===== config.mk =====
export PLATFORM = sky130hd
export DESIGN_NAME = tone_event_lifecycle_tracker_core
export DESIGN_NICKNAME = d
export VERILOG_FILES = /design/src/sv/telt_pkg.sv /design/src/sv/tone_event_lifecycle_tracker_core.sv
export SDC_FILE = /design/constraint.sdc
export NUM_CORES = 2
export LEC_CHECK = 0
export ABC_AREA = 1
export BUFFER_PORTS_ARGS = -buffer_cell sky130_fd_sc_hd__buf_2
export CAP_MARGIN = 10
export CORE_MARGIN = 3
export CORE_UTILIZATION = 30
export CTS_CLUSTER_DIAMETER = 80
export DETAILED_ROUTE_END_ITERATION = 10
export PLACE_DENSITY_LB_ADDON = 0.15
export RECOVER_POWER = 100
export SLEW_MARGIN = 0
export SYNTH_ARGS = -nofsm -noshare
export SYNTH_HDL_FRONTEND = slang
export SYNTH_SLANG_ARGS = --single-unit
export TNS_END_PERCENT = 10

===== constraint.sdc =====
create_clock -name clk -period 10.7 [get_ports clk]
set_input_delay 2.14 -clock clk [delete_from_list [all_inputs] [get_ports clk]]
set_output_delay 2.14 -clock clk [all_outputs]
set_load 0.01 [all_outputs]

===== src/sv/telt_pkg.sv =====
`default_nettype none

package telt_pkg;

    localparam int TIME_BITS  = 32;
    localparam int SCORE_BITS = 16;
    localparam int COUNT_BITS = 16;
    localparam int CFG_BITS   = 16;
    localparam int CFG_INDEX_BITS = 2;

    localparam logic [CFG_INDEX_BITS-1:0] CFG_RELEASE_DEBOUNCE = 2'd0;
    localparam logic [CFG_INDEX_BITS-1:0] CFG_COOLDOWN         = 2'd1;
    localparam logic [CFG_INDEX_BITS-1:0] CFG_MIN_DURATION     = 2'd2;

    typedef enum logic [2:0] {
        EV_IDLE,
        EV_REFRACTORY,
        EV_OPENED,
        EV_HELD,
        EV_ACCEPTED,
        EV_REJECTED
    } telt_status_t;

    typedef struct packed {
        logic [TIME_BITS-1:0]         timestamp_ms;
        logic                         present;
        logic                         attack_ok;
        logic                         attack_score_ok;
        logic                         release_ok;
        logic                         release_score_ok;
        logic [SCORE_BITS-1:0]        band_score;
        logic signed [SCORE_BITS-1:0] band_contrast;
    } telt_sample_t;

    typedef struct packed {
        telt_status_t                 status;
        logic [TIME_BITS-1:0]         duration_ms;
        logic [TIME_BITS-1:0]         open_time_ms;
        logic [TIME_BITS-1:0]         peak_time_ms;
        logic [SCORE_BITS-1:0]        peak_score;
        logic signed [SCORE_BITS-1:0] peak_contrast;
        logic [TIME_BITS-1:0]         attack_cover_ms;
        logic [TIME_BITS-1:0]         release_cover_ms;
        logic [COUNT_BITS-1:0]        island_total;
        logic [COUNT_BITS-1:0]        gap_total;
        logic [TIME_BITS-1:0]         island_longest_ms;
        logic [TIME_BITS-1:0]         gap_longest_ms;
    } telt_report_t;

endpackage

`default_nettype wire


===== src/sv/tone_event_lifecycle_tracker_core.sv =====
// Tone event lifecycle tracker.
// Sample channel (sample_valid/sample_ready/sample): one timestamped band
// measurement with its upstream attack and release gate flags per item.
// Report channel (report_valid/report_ready/report): exactly one report per
// sample, carrying the event status and the statistics of the current or
// last event as they stand after that sample.
// Configuration: cfg_write with cfg_index and cfg_data writes the release
// debounce, cooldown or minimum duration register in the same edge; write
// only while no report is pending.
// The report is valid in the cycle after the sample is taken. One item is
// taken per cycle while the receiver keeps up, set by the single pass of compare
// and add logic from the sample port into the state and report registers.
// A new sample is taken while the held report is being taken in the same cycle.
// When the receiver stalls, the report holds and sample_ready drops until the
// report is taken.
// Reset clears all event state, the configuration registers and any pending
// report.
`default_nettype none

module tone_event_lifecycle_tracker_core (
    input  wire logic                                 clk,
    input  wire logic                                 rst_n,
    input  wire logic                                 sample_valid,
    output logic                                      sample_ready,
    input  wire telt_pkg::telt_sample_t               sample,
    output logic                                      report_valid,
    input  wire logic                                 report_ready,
    output telt_pkg::telt_report_t                    report,
    input  wire logic                                 cfg_write,
    input  wire logic [telt_pkg::CFG_INDEX_BITS-1:0]  cfg_index,
    input  wire logic [telt_pkg::CFG_BITS-1:0]        cfg_data
);
    import telt_pkg::*;

    localparam logic [TIME_BITS-1:0]  TIME_ZERO = '0;
    localparam logic [TIME_BITS-1:0]  TIME_MAX  = '1;
    localparam logic [COUNT_BITS-1:0] COUNT_MAX = '1;

    function automatic logic [TIME_BITS-1:0] sat_add(
        input logic [TIME_BITS-1:0] a,
        input logic [TIME_BITS-1:0] b
    );
        logic [TIME_BITS:0] s;
        s = {1'b0, a} + {1'b0, b};
        return s[TIME_BITS] ? TIME_MAX : s[TIME_BITS-1:0];
    endfunction

    function automatic logic [TIME_BITS-1:0] span_max(
        input logic [TIME_BITS-1:0] now,
        input logic [TIME_BITS-1:0] start,
        input logic [TIME_BITS-1:0] longest
    );
        logic [TIME_BITS-1:0] span;
        span = now - start;
        if (start != TIME_ZERO && now >= start && span > longest)
        begin
            return span;
        end
        return longest;
    endfunction

    function automatic logic [TIME_BITS-1:0] fwd_diff(
        input logic [TIME_BITS-1:0] now,
        input logic [TIME_BITS-1:0] start
    );
        return (now >= start) ? now - start : TIME_ZERO;
    endfunction

    logic [CFG_BITS-1:0] debounce_reg;
    logic [CFG_BITS-1:0] cooldown_reg;
    logic [CFG_BITS-1:0] min_duration_reg;

    logic                         active_reg, active_next;
    logic                         was_above_reg, was_above_next;
    logic [TIME_BITS-1:0]         refractory_until_reg, refractory_until_next;
    logic [TIME_BITS-1:0]         open_time_reg, open_time_next;
    logic [TIME_BITS-1:0]         last_match_reg, last_match_next;
    logic [TIME_BITS-1:0]         duration_reg, duration_next;
    logic [SCORE_BITS-1:0]        peak_value_reg, peak_value_next;
    logic signed [SCORE_BITS-1:0] peak_contrast_reg, peak_contrast_next;
    logic [TIME_BITS-1:0]         peak_time_reg, peak_time_next;
    logic [TIME_BITS-1:0]         attack_cover_reg, attack_cover_next;
    logic [TIME_BITS-1:0]         release_cover_reg, release_cover_next;
    logic [COUNT_BITS-1:0]        island_count_reg, island_count_next;
    logic [COUNT_BITS-1:0]        gap_count_reg, gap_count_next;
    logic [TIME_BITS-1:0]         island_max_reg, island_max_next;
    logic [TIME_BITS-1:0]         gap_max_reg, gap_max_next;
    logic [TIME_BITS-1:0]         island_start_reg, island_start_next;
    logic [TIME_BITS-1:0]         gap_start_reg, gap_start_next;
    logic [TIME_BITS-1:0]         last_update_reg, last_update_next;

    logic                 report_valid_reg;
    telt_report_t         report_reg, report_next;
    telt_status_t         status;
    logic                 accept;
    logic [TIME_BITS-1:0] now;
    logic [TIME_BITS-1:0] refr_diff;
    logic [TIME_BITS-1:0] delta;
    logic                 blocked;
    logic                 open_now;
    logic                 debounce_done;
    logic                 close_now;

    assign sample_ready = !report_valid_reg || report_ready;
    assign accept       = sample_valid && sample_ready;
    assign report_valid = report_valid_reg;
    assign report       = report_reg;

    assign now       = sample.timestamp_ms;
    assign refr_diff = now - refractory_until_reg;
    assign blocked   = refr_diff[TIME_BITS-1];
    assign open_now  = sample.present && !active_reg && sample.attack_ok && !blocked;
    assign debounce_done = (last_match_reg != TIME_ZERO) &&
        ((now - last_match_reg) >= {{(TIME_BITS-CFG_BITS){1'b0}}, debounce_reg});
    assign close_now = active_reg && debounce_done &&
        (!sample.present || !sample.release_ok);

    always_comb
    begin
        active_next           = active_reg;
        was_above_next        = was_above_reg;
        refractory_until_next = refractory_until_reg;
        open_time_next        = open_time_reg;
        last_match_next       = last_match_reg;
        duration_next         = duration_reg;
        peak_value_next       = peak_value_reg;
        peak_contrast_next    = peak_contrast_reg;
        peak_time_next        = peak_time_reg;
        attack_cover_next     = attack_cover_reg;
        release_cover_next    = release_cover_reg;
        island_count_next     = island_count_reg;
        gap_count_next        = gap_count_reg;
        island_max_next       = island_max_reg;
        gap_max_next          = gap_max_reg;
        island_start_next     = island_start_reg;
        gap_start_next        = gap_start_reg;
        last_update_next      = last_update_reg;
        delta                 = TIME_ZERO;
        status                = EV_IDLE;

        if (sample.present && !active_reg && sample.attack_ok && blocked)
        begin
            status = EV_REFRACTORY;
        end

        if (open_now)
        begin
            active_next        = 1'b1;
            open_time_next     = now;
            peak_time_next     = now;
            last_match_next    = now;
            duration_next      = TIME_ZERO;
            peak_value_next    = sample.band_score;
            peak_contrast_next = sample.band_contrast;
            attack_cover_next  = TIME_ZERO;
            release_cover_next = TIME_ZERO;
            gap_count_next     = '0;
            island_max_next    = TIME_ZERO;
            gap_max_next       = TIME_ZERO;
            gap_start_next     = TIME_ZERO;
            was_above_next     = 1'b1;
            island_count_next  = COUNT_BITS'(1);
            island_start_next  = now;
            last_update_next   = now;
            status             = EV_OPENED;
        end

        // coverage and island/gap tracking
        if (open_now || (sample.present && active_reg))
        begin
            delta = (last_update_next == TIME_ZERO) ? TIME_ZERO
                                                    : fwd_diff(now, last_update_next);
            if (sample.attack_score_ok)
            begin
                attack_cover_next = sat_add(attack_cover_next, delta);
            end
            if (sample.release_score_ok)
            begin
                release_cover_next = sat_add(release_cover_next, delta);
                if (!was_above_next)
                begin
                    if (island_count_next != COUNT_MAX)
                    begin
                        island_count_next = island_count_next + COUNT_BITS'(1);
                    end
                    gap_max_next      = span_max(now, gap_start_next, gap_max_next);
                    island_start_next = now;
                    gap_start_next    = TIME_ZERO;
                end
            end
            else if (was_above_next)
            begin
                if (gap_count_next != COUNT_MAX)
                begin
                    gap_count_next = gap_count_next + COUNT_BITS'(1);
                end
                island_max_next   = span_max(now, island_start_next, island_max_next);
                gap_start_next    = now;
                island_start_next = TIME_ZERO;
            end
            was_above_next   = sample.release_score_ok;
            last_update_next = now;
        end

        if (active_reg)
        begin
            status = EV_HELD;
        end

        if (sample.present && active_reg && sample.release_ok)
        begin
            last_match_next = now;
            duration_next   = fwd_diff(now, open_time_reg);
            if (sample.band_score > peak_value_reg ||
                (sample.band_score == peak_value_reg &&
                 sample.band_contrast > peak_contrast_reg))
            begin
                peak_time_next     = now;
                peak_value_next    = sample.band_score;
                peak_contrast_next = sample.band_contrast;
            end
        end

        if (close_now)
        begin
            if (was_above_next)
            begin
                island_max_next = span_max(now, island_start_next, island_max_next);
            end
            else
            begin
                gap_max_next = span_max(now, gap_start_next, gap_max_next);
            end
            active_next           = 1'b0;
            duration_next         = fwd_diff(now, open_time_reg);
            refractory_until_next = now + {{(TIME_BITS-CFG_BITS){1'b0}}, cooldown_reg};
            status = (duration_next >= {{(TIME_BITS-CFG_BITS){1'b0}}, min_duration_reg})
                   ? EV_ACCEPTED : EV_REJECTED;
        end
    end

    always_comb
    begin
        report_next.status            = status;
        report_next.duration_ms       = duration_next;
        report_next.open_time_ms      = open_time_next;
        report_next.peak_time_ms      = peak_time_next;
        report_next.peak_score        = peak_value_next;
        report_next.peak_contrast     = peak_contrast_next;
        report_next.attack_cover_ms   = attack_cover_next;
        report_next.release_cover_ms  = release_cover_next;
        report_next.island_total      = island_count_next;
        report_next.gap_total         = gap_count_next;
        report_next.island_longest_ms = island_max_next;
        report_next.gap_longest_ms    = gap_max_next;
    end

    always_ff @(posedge clk or negedge rst_n)
    begin
        if (!rst_n)
        begin
            debounce_reg     <= '0;
            cooldown_reg     <= '0;
            min_duration_reg <= '0;
        end
        else if (cfg_write)
        begin
            unique case (cfg_index)
                CFG_RELEASE_DEBOUNCE: debounce_reg     <= cfg_data;
                CFG_COOLDOWN:         cooldown_reg     <= cfg_data;
                CFG_MIN_DURATION:     min_duration_reg <= cfg_data;
                default:              ;
            endcase
        end
    end

    always_ff @(posedge clk or negedge rst_n)
    begin
        if (!rst_n)
        begin
            active_reg           <= 1'b0;
            was_above_reg        <= 1'b0;
            refractory_until_reg <= '0;
            open_time_reg        <= '0;
            last_match_reg       <= '0;
            duration_reg         <= '0;
            peak_value_reg       <= '0;
            peak_contrast_reg    <= '0;
            peak_time_reg        <= '0;
            attack_cover_reg     <= '0;
            release_cover_reg    <= '0;
            island_count_reg     <= '0;
            gap_count_reg        <= '0;
            island_max_reg       <= '0;
            gap_max_reg          <= '0;
            island_start_reg     <= '0;
            gap_start_reg        <= '0;
            last_update_reg      <= '0;
        end
        else if (accept)
        begin
            active_reg           <= active_next;
            was_above_reg        <= was_above_next;
            refractory_until_reg <= refractory_until_next;
            open_time_reg        <= open_time_next;
            last_match_reg       <= last_match_next;
            duration_reg         <= duration_next;
            peak_value_reg       <= peak_value_next;
            peak_contrast_reg    <= peak_contrast_next;
            peak_time_reg        <= peak_time_next;
            attack_cover_reg     <= attack_cover_next;
            release_cover_reg    <= release_cover_next;
            island_count_reg     <= island_count_next;
            gap_count_reg        <= gap_count_next;
            island_max_reg       <= island_max_next;
            gap_max_reg          <= gap_max_next;
            island_start_reg     <= island_start_next;
            gap_start_reg        <= gap_start_next;
            last_update_reg      <= last_update_next;
        end
    end

    always_ff @(posedge clk or negedge rst_n)
    begin
        if (!rst_n)
        begin
            report_valid_reg <= 1'b0;
        end
        else if (accept)
        begin
            report_valid_reg <= 1'b1;
        end
        else if (report_ready)
        begin
            report_valid_reg <= 1'b0;
        end
    end

    always_ff @(posedge clk)
    begin
        if (accept)
        begin
            report_reg <= report_next;
        end
    end

    a_accept_gives_report: assert property (@(posedge clk) disable iff (!rst_n)
        accept |=> report_valid)
        else $error("accepted item produced no report");

    a_status_matches_active: assert property (@(posedge clk) disable iff (!rst_n)
        report_valid |-> (active_reg ==
            (report_reg.status == EV_OPENED || report_reg.status == EV_HELD)))
        else $error("report status disagrees with event state");

    a_open_has_island: assert property (@(posedge clk) disable iff (!rst_n)
        active_reg |-> (island_count_reg != '0))
        else $error("open event with zero islands");

    a_above_no_gap: assert property (@(posedge clk) disable iff (!rst_n)
        was_above_reg |-> (gap_start_reg == '0))
        else $error("gap running while above release");

    a_below_no_island: assert property (@(posedge clk) disable iff (!rst_n)
        !was_above_reg |-> (island_start_reg == '0))
        else $error("island running while below release");

endmodule

`default_nettype wire

Word level (Yosys, flattened, before mapping)
Cells that the tools add are included.

Output and inout port bits: 293. Logic and storage cells: 203. Register bits after elaboration: 790. Bits of input ports: 92.

Mux-type cells: 93. Reduce and logical (&&, ||, !) cells: 44. Equal/unequal tests: 5. Magnitude comparators: 14. Add/subtract/negate cells: 13.

Operator list (count): 32-bit two-way mux (52); 16-bit two-way mux (16); 32-bit subtractor (8); 32-bit greater-or-equal comparator (6); 32-bit nonzero test (5); 32-bit greater-than comparator (4); 32-bit by 32-bit adder with 33-bit output (2); 32-bit by 16-bit greater-or-equal comparator with 1-bit output (2); 16-bit by 1-bit adder with 16-bit output (second input constant) (2); 32-bit by 16-bit adder with 32-bit output (1); 16-bit greater-than comparator (2); 32-bit logical NOT (1); 16-bit != test (second input constant) (2); 1-bit two-way mux (22); 1-bit logical AND (19); 16-bit == test (1); 2-bit AND reduction (6); 3-bit two-way mux (2); 2-bit nonzero test (3); 1-bit logical NOT (5); 1-bit logical OR (4); 2-bit by 1-bit == test with 1-bit output (second input constant) (1); 2-bit == test (second input constant) (1); 2-bit logical NOT (1); 2-bit two-way mux (1).

Longest topological paths before layout
Word-level depth: 24. Mapped depth: 65. Depth with buffers taken out: 60.

Worst setup path before layout
Ideal clock, no wire load.

Path kind: in2reg. Start: in report_ready. End: reg report_reg (netlist bit report[0]), enable pin. Path slack: -0.919 ns. Cell stages on the path: 6. Required time: 9.931 ns. Arrival time: 10.850 ns. Buffers on the path: 2. Setup time: 0.769 ns. Path through: inv_1 > nand2_1 > nand2_1 > clkinv_1 > clkbuf_1 > clkbuf_1.

Longest elaborated chain between the ends: 2.

Ends and longest elaborated chain: start: declaration (RTL line tone_event_lifecycle_tracker_core.sv:27) `input wire logic report_ready,`; 1-bit logical OR (RTL line tone_event_lifecycle_tracker_core.sv:104) `assign sample_ready = !report_valid_reg || report_ready;`; via sample_ready (RTL line tone_event_lifecycle_tracker_core.sv:24) `output logic sample_ready,`; 1-bit logical AND (RTL line tone_event_lifecycle_tracker_core.sv:105) `assign accept = sample_valid && sample_ready;`; via accept (RTL line tone_event_lifecycle_tracker_core.sv:95) `logic accept;`; end signal: assignment (RTL line tone_event_lifecycle_tracker_core.sv:343) `report_reg <= report_next;`; end: declaration (RTL line tone_event_lifecycle_tracker_core.sv:93) `telt_report_t report_reg, report_next;`.

The timed path passes the listed nets, and every way through them passes these cells. A chain may end at the register's enable or synchronous reset.

Worst setup path after layout
Start: in sample[59] (netlist name). End: reg report_reg (netlist bit report[158]), data pin.

Longest elaborated chain between the ends: 11. Elaborated cells between the ends (all ways): 15. Classes of those cells: add/sub: 3; order compare: 1; mux: 7; reduce/logical: 4.

Ends and longest elaborated chain: start: declaration (RTL line tone_event_lifecycle_tracker_core.sv:25) `input wire telt_pkg::telt_sample_t sample,`; 32-bit subtractor (RTL line tone_event_lifecycle_tracker_core.sv:110) `assign refr_diff = now - refractory_until_reg;`; 1-bit logical NOT (RTL line tone_event_lifecycle_tracker_core.sv:112) `assign open_now = sample.present && !active_reg && sample.attack_ok && !blocked;`; 1-bit logical AND (RTL line tone_event_lifecycle_tracker_core.sv:112); 32-bit two-way mux (RTL line tone_event_lifecycle_tracker_core.sv:146) `if (open_now)`; 32-bit subtractor or 32-bit greater-or-equal comparator (tied branches) (RTL line tone_event_lifecycle_tracker_core.sv:66) `return (now >= start) ? now - start : TIME_ZERO;`; 32-bit two-way mux (RTL line tone_event_lifecycle_tracker_core.sv:66); 32-bit two-way mux (RTL line tone_event_lifecycle_tracker_core.sv:171) `delta = (last_update_next == TIME_ZERO) ? TIME_ZERO`; 32-bit by 32-bit adder with 33-bit output (RTL line tone_event_lifecycle_tracker_core.sv:44) `s = {1'b0, a} + {1'b0, b};`; 32-bit two-way mux (RTL line tone_event_lifecycle_tracker_core.sv:45) `return s[TIME_BITS] ? TIME_MAX : s[TIME_BITS-1:0];`; 32-bit two-way mux (RTL line tone_event_lifecycle_tracker_core.sv:173) `if (sample.attack_score_ok)`; 32-bit two-way mux * (RTL line tone_event_lifecycle_tracker_core.sv:169) `if (open_now || (sample.present && active_reg))`; via attack_cover_next[30] (RTL line tone_event_lifecycle_tracker_core.sv:82) `logic [TIME_BITS-1:0] attack_cover_reg, attack_cover_next;`.

The timed path passes the listed nets; every way through them passes the cells marked *.

==> metrics.md <==
| Metric | Value |
|---|---|
| Layout cell share with drive strength beyond 1 | 0.127 |
| GRT Util Overall | 0.230 |
| Via Count | 55838 |
| RSZ-0062 raised after global routing | false |
| Fin Clk Skew | 0.0657 ns |
| # DRC | 0 |
| Post-synth EDFFs | 291 |
| Vert. Die Dim | 444 um |
| Worst Hold Class | flop to flop |
| Die area | 198000 um^2 |
| Final setup violating endpoints | 0 |
| Worst R2R Start | refractory_until_reg[22] |
| Most common cell in the netlist | nand2_1 |
| Worst path slowest cell | fa_1 |
| Post-synthesis sequential area ratio | 0.368 |
| CTS tree | done |
| Number of flip-flops in the largest register | 291 |
| Synth top cells by count | nand2_1 (2103), inv_1 (981), o21ai_0 (753) |
| DRT antenna net count | 0 |
| CTS max path bufs | 3 |
| # fillers | 20386 |
| Synth Flop Type | dfrtp_1 |
| #FFs+latches synth | 790 |
| Clock Sinks | 790 |
| CTS Hold Buffers Added | 0 |
| Final min period | 10.0 ns |
| Fmax | 100 MHz |
| Final period util | 0.935 |
| Area of the core region | 191000 um^2 |
| Clock latency on the worst-skew pair | 0.78 ns |
| DRT Pass-1 Iters | 6 |
| CTS buffer count | 105 |
| Area Growth Syn to Fin | 23.0% |
| Setup WS pre-CTS | -0.329 ns |
| Yosys warning total | 0 |
| IO Count | 385 |
| Status | finished with violations |
| Worst path max stage delay | 0.41 ns |
| Hpwl dp | 179000 um |
| Clock power frac | 0.135 |
| Initial Utilization | 0.303 |
| Pwr per Cell Area | 378 nW/um^2 |
| Final Hold Vio Count | 0 |
| Final #Nets | 9358 |
| Routed wire length per instance | 20.5 um |
| Syn Area/Cell | 7.52 um^2 |
| Maximum vdd drop | 0.159 mV |
| Pint | 13.9 mW |
| Hold EP | refractory_until_reg[0] |
| Largest net degree at the start of global routing | 143 |
| Power Total | 26.8 mW |
| Placer Congestion | 0.931 |
| Setup slack, reg-to-reg | 1.72 ns |
| RR Endpoint | report[158] |
| Worst EP required | 11.18 ns |
| Via/cell ratio | 4.92 |
| CTS root buf | clkbuf_16 |
| Worst slew pin tran | 5.36 ns |
| Worst Hold Path Cells | 2 |
| Crit path kind | input pin to flop |
| Post-Syn Instances | 7667 |
| H-tree levels | 3 |
| Leading area contributor after synthesis | dfrtp_1 |
| Min-delay src | refractory_until_reg[0] |
| Die Span X | 444 um |
| CTS clk-pin slew, worst paths | 0.06 ns |
| Failing checks | max-capacitance violations, max-slew violations |
| Site Rows | 160 |
| Startpoint Class | input pin |
| Gate power share | 0.678 |
| Reg2reg path depth | 50 |
| Net Sw Frac | 0.480 |
| Post-route setup slack | 0.701 ns |
| Top cells by area, synth | dfrtp_1 (22%), edfxtp_1 (15%), nand2_1 (14%) |
| Grt total ovfl | 0 |
| Netlist Area Pre-Place | 57700 um^2 |
| Post-CTS setup buffer count | 0 |
| First-pass GRT wire length | 344000 um |
| Starting DRT DRC Count | 3823 |
| Lkg Pwr | 34.4 nW |
| Slew HR | -2.57 |
| Net Count, Synth | 8292 |
| Peak fanout along the critical path | 7 |
| Total Routed Length | 232000 um |
| Data arrival, critical path | 10.48 ns |
| Part of the power in registers | 0.187 |
| Number of global-route vias before repair | 54495 |
| Netlist cell types | 65 |
| Port bufs | 384 |
| Multi-input logic area | 31500 um^2 |
| CP endpoint kind | flop |
| FFs w/ async S/R, synth | 0.632 |
| Psw | 12.9 mW |
| Fin. max-slew vios | 1153 |
| Max cap viols | 14 |
| Resized Gates After CTS | 0 |
| Reg area | 21200 um^2 |
| Initial antenna violation count | 13 |
| Proportion of netlist area held by the largest area contributor | 0.217 |
[power groups by stage]
stage / Combinational (mW) / Clock (mW) / Sequential (mW)
6_report: 18.2 / 3.61 / 5.03
5_1_grt: 20.4 / 3.83 / 5.15
4_1_cts: 18.4 / 3.72 / 5.02
3_5_place_dp: 18.3 / 0 / 5.06
3_3_place_gp: 18.2 / 0 / 5.05
2_1_floorplan: 10.6 / 0 / 5.02
[layout make-up]
type,instances,share of cell area
diodes,4,0.000141
clock buffers,148,0.0417
clock inverters,49,0.00764
inverters,996,0.0528
multi-input cells,5621,0.444
flip-flops and latches,790,0.299
well taps,2511,0.0443
repair buffers,1219,0.110
[routing by layer]
layer,up-vias,track usage,share of wire
li1,27698,-,-
met1,26473,0.295,0.43
met2,1308,0.390,0.47
met3,357,0.0338,0.050
met4,2,0.0860,0.043
met5,-,0,0.000056
[metrics by stage]
stage	util	setup TNS, ns	cells	cell area, um^2	hold slack (ns)
floorplan	-	0	7667	57700	0.442
global placement	0.357	-15.31	11137	68100	0.457
detailed placement	0.357	-20.38	11137	68100	0.459
CTS	0.375	0	11334	71500	0.473
global route	0.372	0	11335	70900	0.493
finish	0.372	0	11338	70900	0.472
[cell usage in the layout (no fill, tap or decap), drive strengths merged, types with 8 or more instances in the layout]
cell	count
o211ai	54
clkinv	24
o21a	37
clkbuf	498
ha	523
inv	1009
nand3	337
a221oi	8
a31oi	29
a21oi	471
nand3b	12
edfxtp	291
o22ai	73
a21boi	27
nand4	117
a211oi	18
o21bai	26
or2	25
fa	10
nor2	386
o221ai	17
buf	869
and2	65
nand2	2129
dfrtp	499
o31ai	9
nor3	80
xor2	185
o21ai	797
a21o	23
nor4	32
xnor2	95
[worst max path at each step]
| stage | startpoint | to | depth (start not counted) |
|---|---|---|---|
| after global routing | sample[54] | report[46] | 57 |
| final | sample[59] | report[158] | 50 |
| after floorplan | sample[67] | report[158] | 56 |
| after CTS | sample[59] | report[29] | 48 |
| after global placement | sample[59] | report[6] | 51 |
| after detailed placement | sample[54] | report[13] | 51 |
[logic make-up after synthesis]
family / after synthesis / synth area share
compound gates: 1618 / 0.155
fa+ha+maj: 533 / 0.117
simple gates: 3190 / 0.231
flops: 790 / 0.368
buf+inv: 1256 / 0.0859
xor+xnor: 280 / 0.0425
[worst max-delay path: cells and delay by family]
family	cells	cell delay (ns)
compound gates	22	4.34
fa+ha+maj	4	1.29
xor+xnor	1	0.15
simple gates	16	1.69
buf+inv	7	0.84
(Power assumes the default switching activity.)
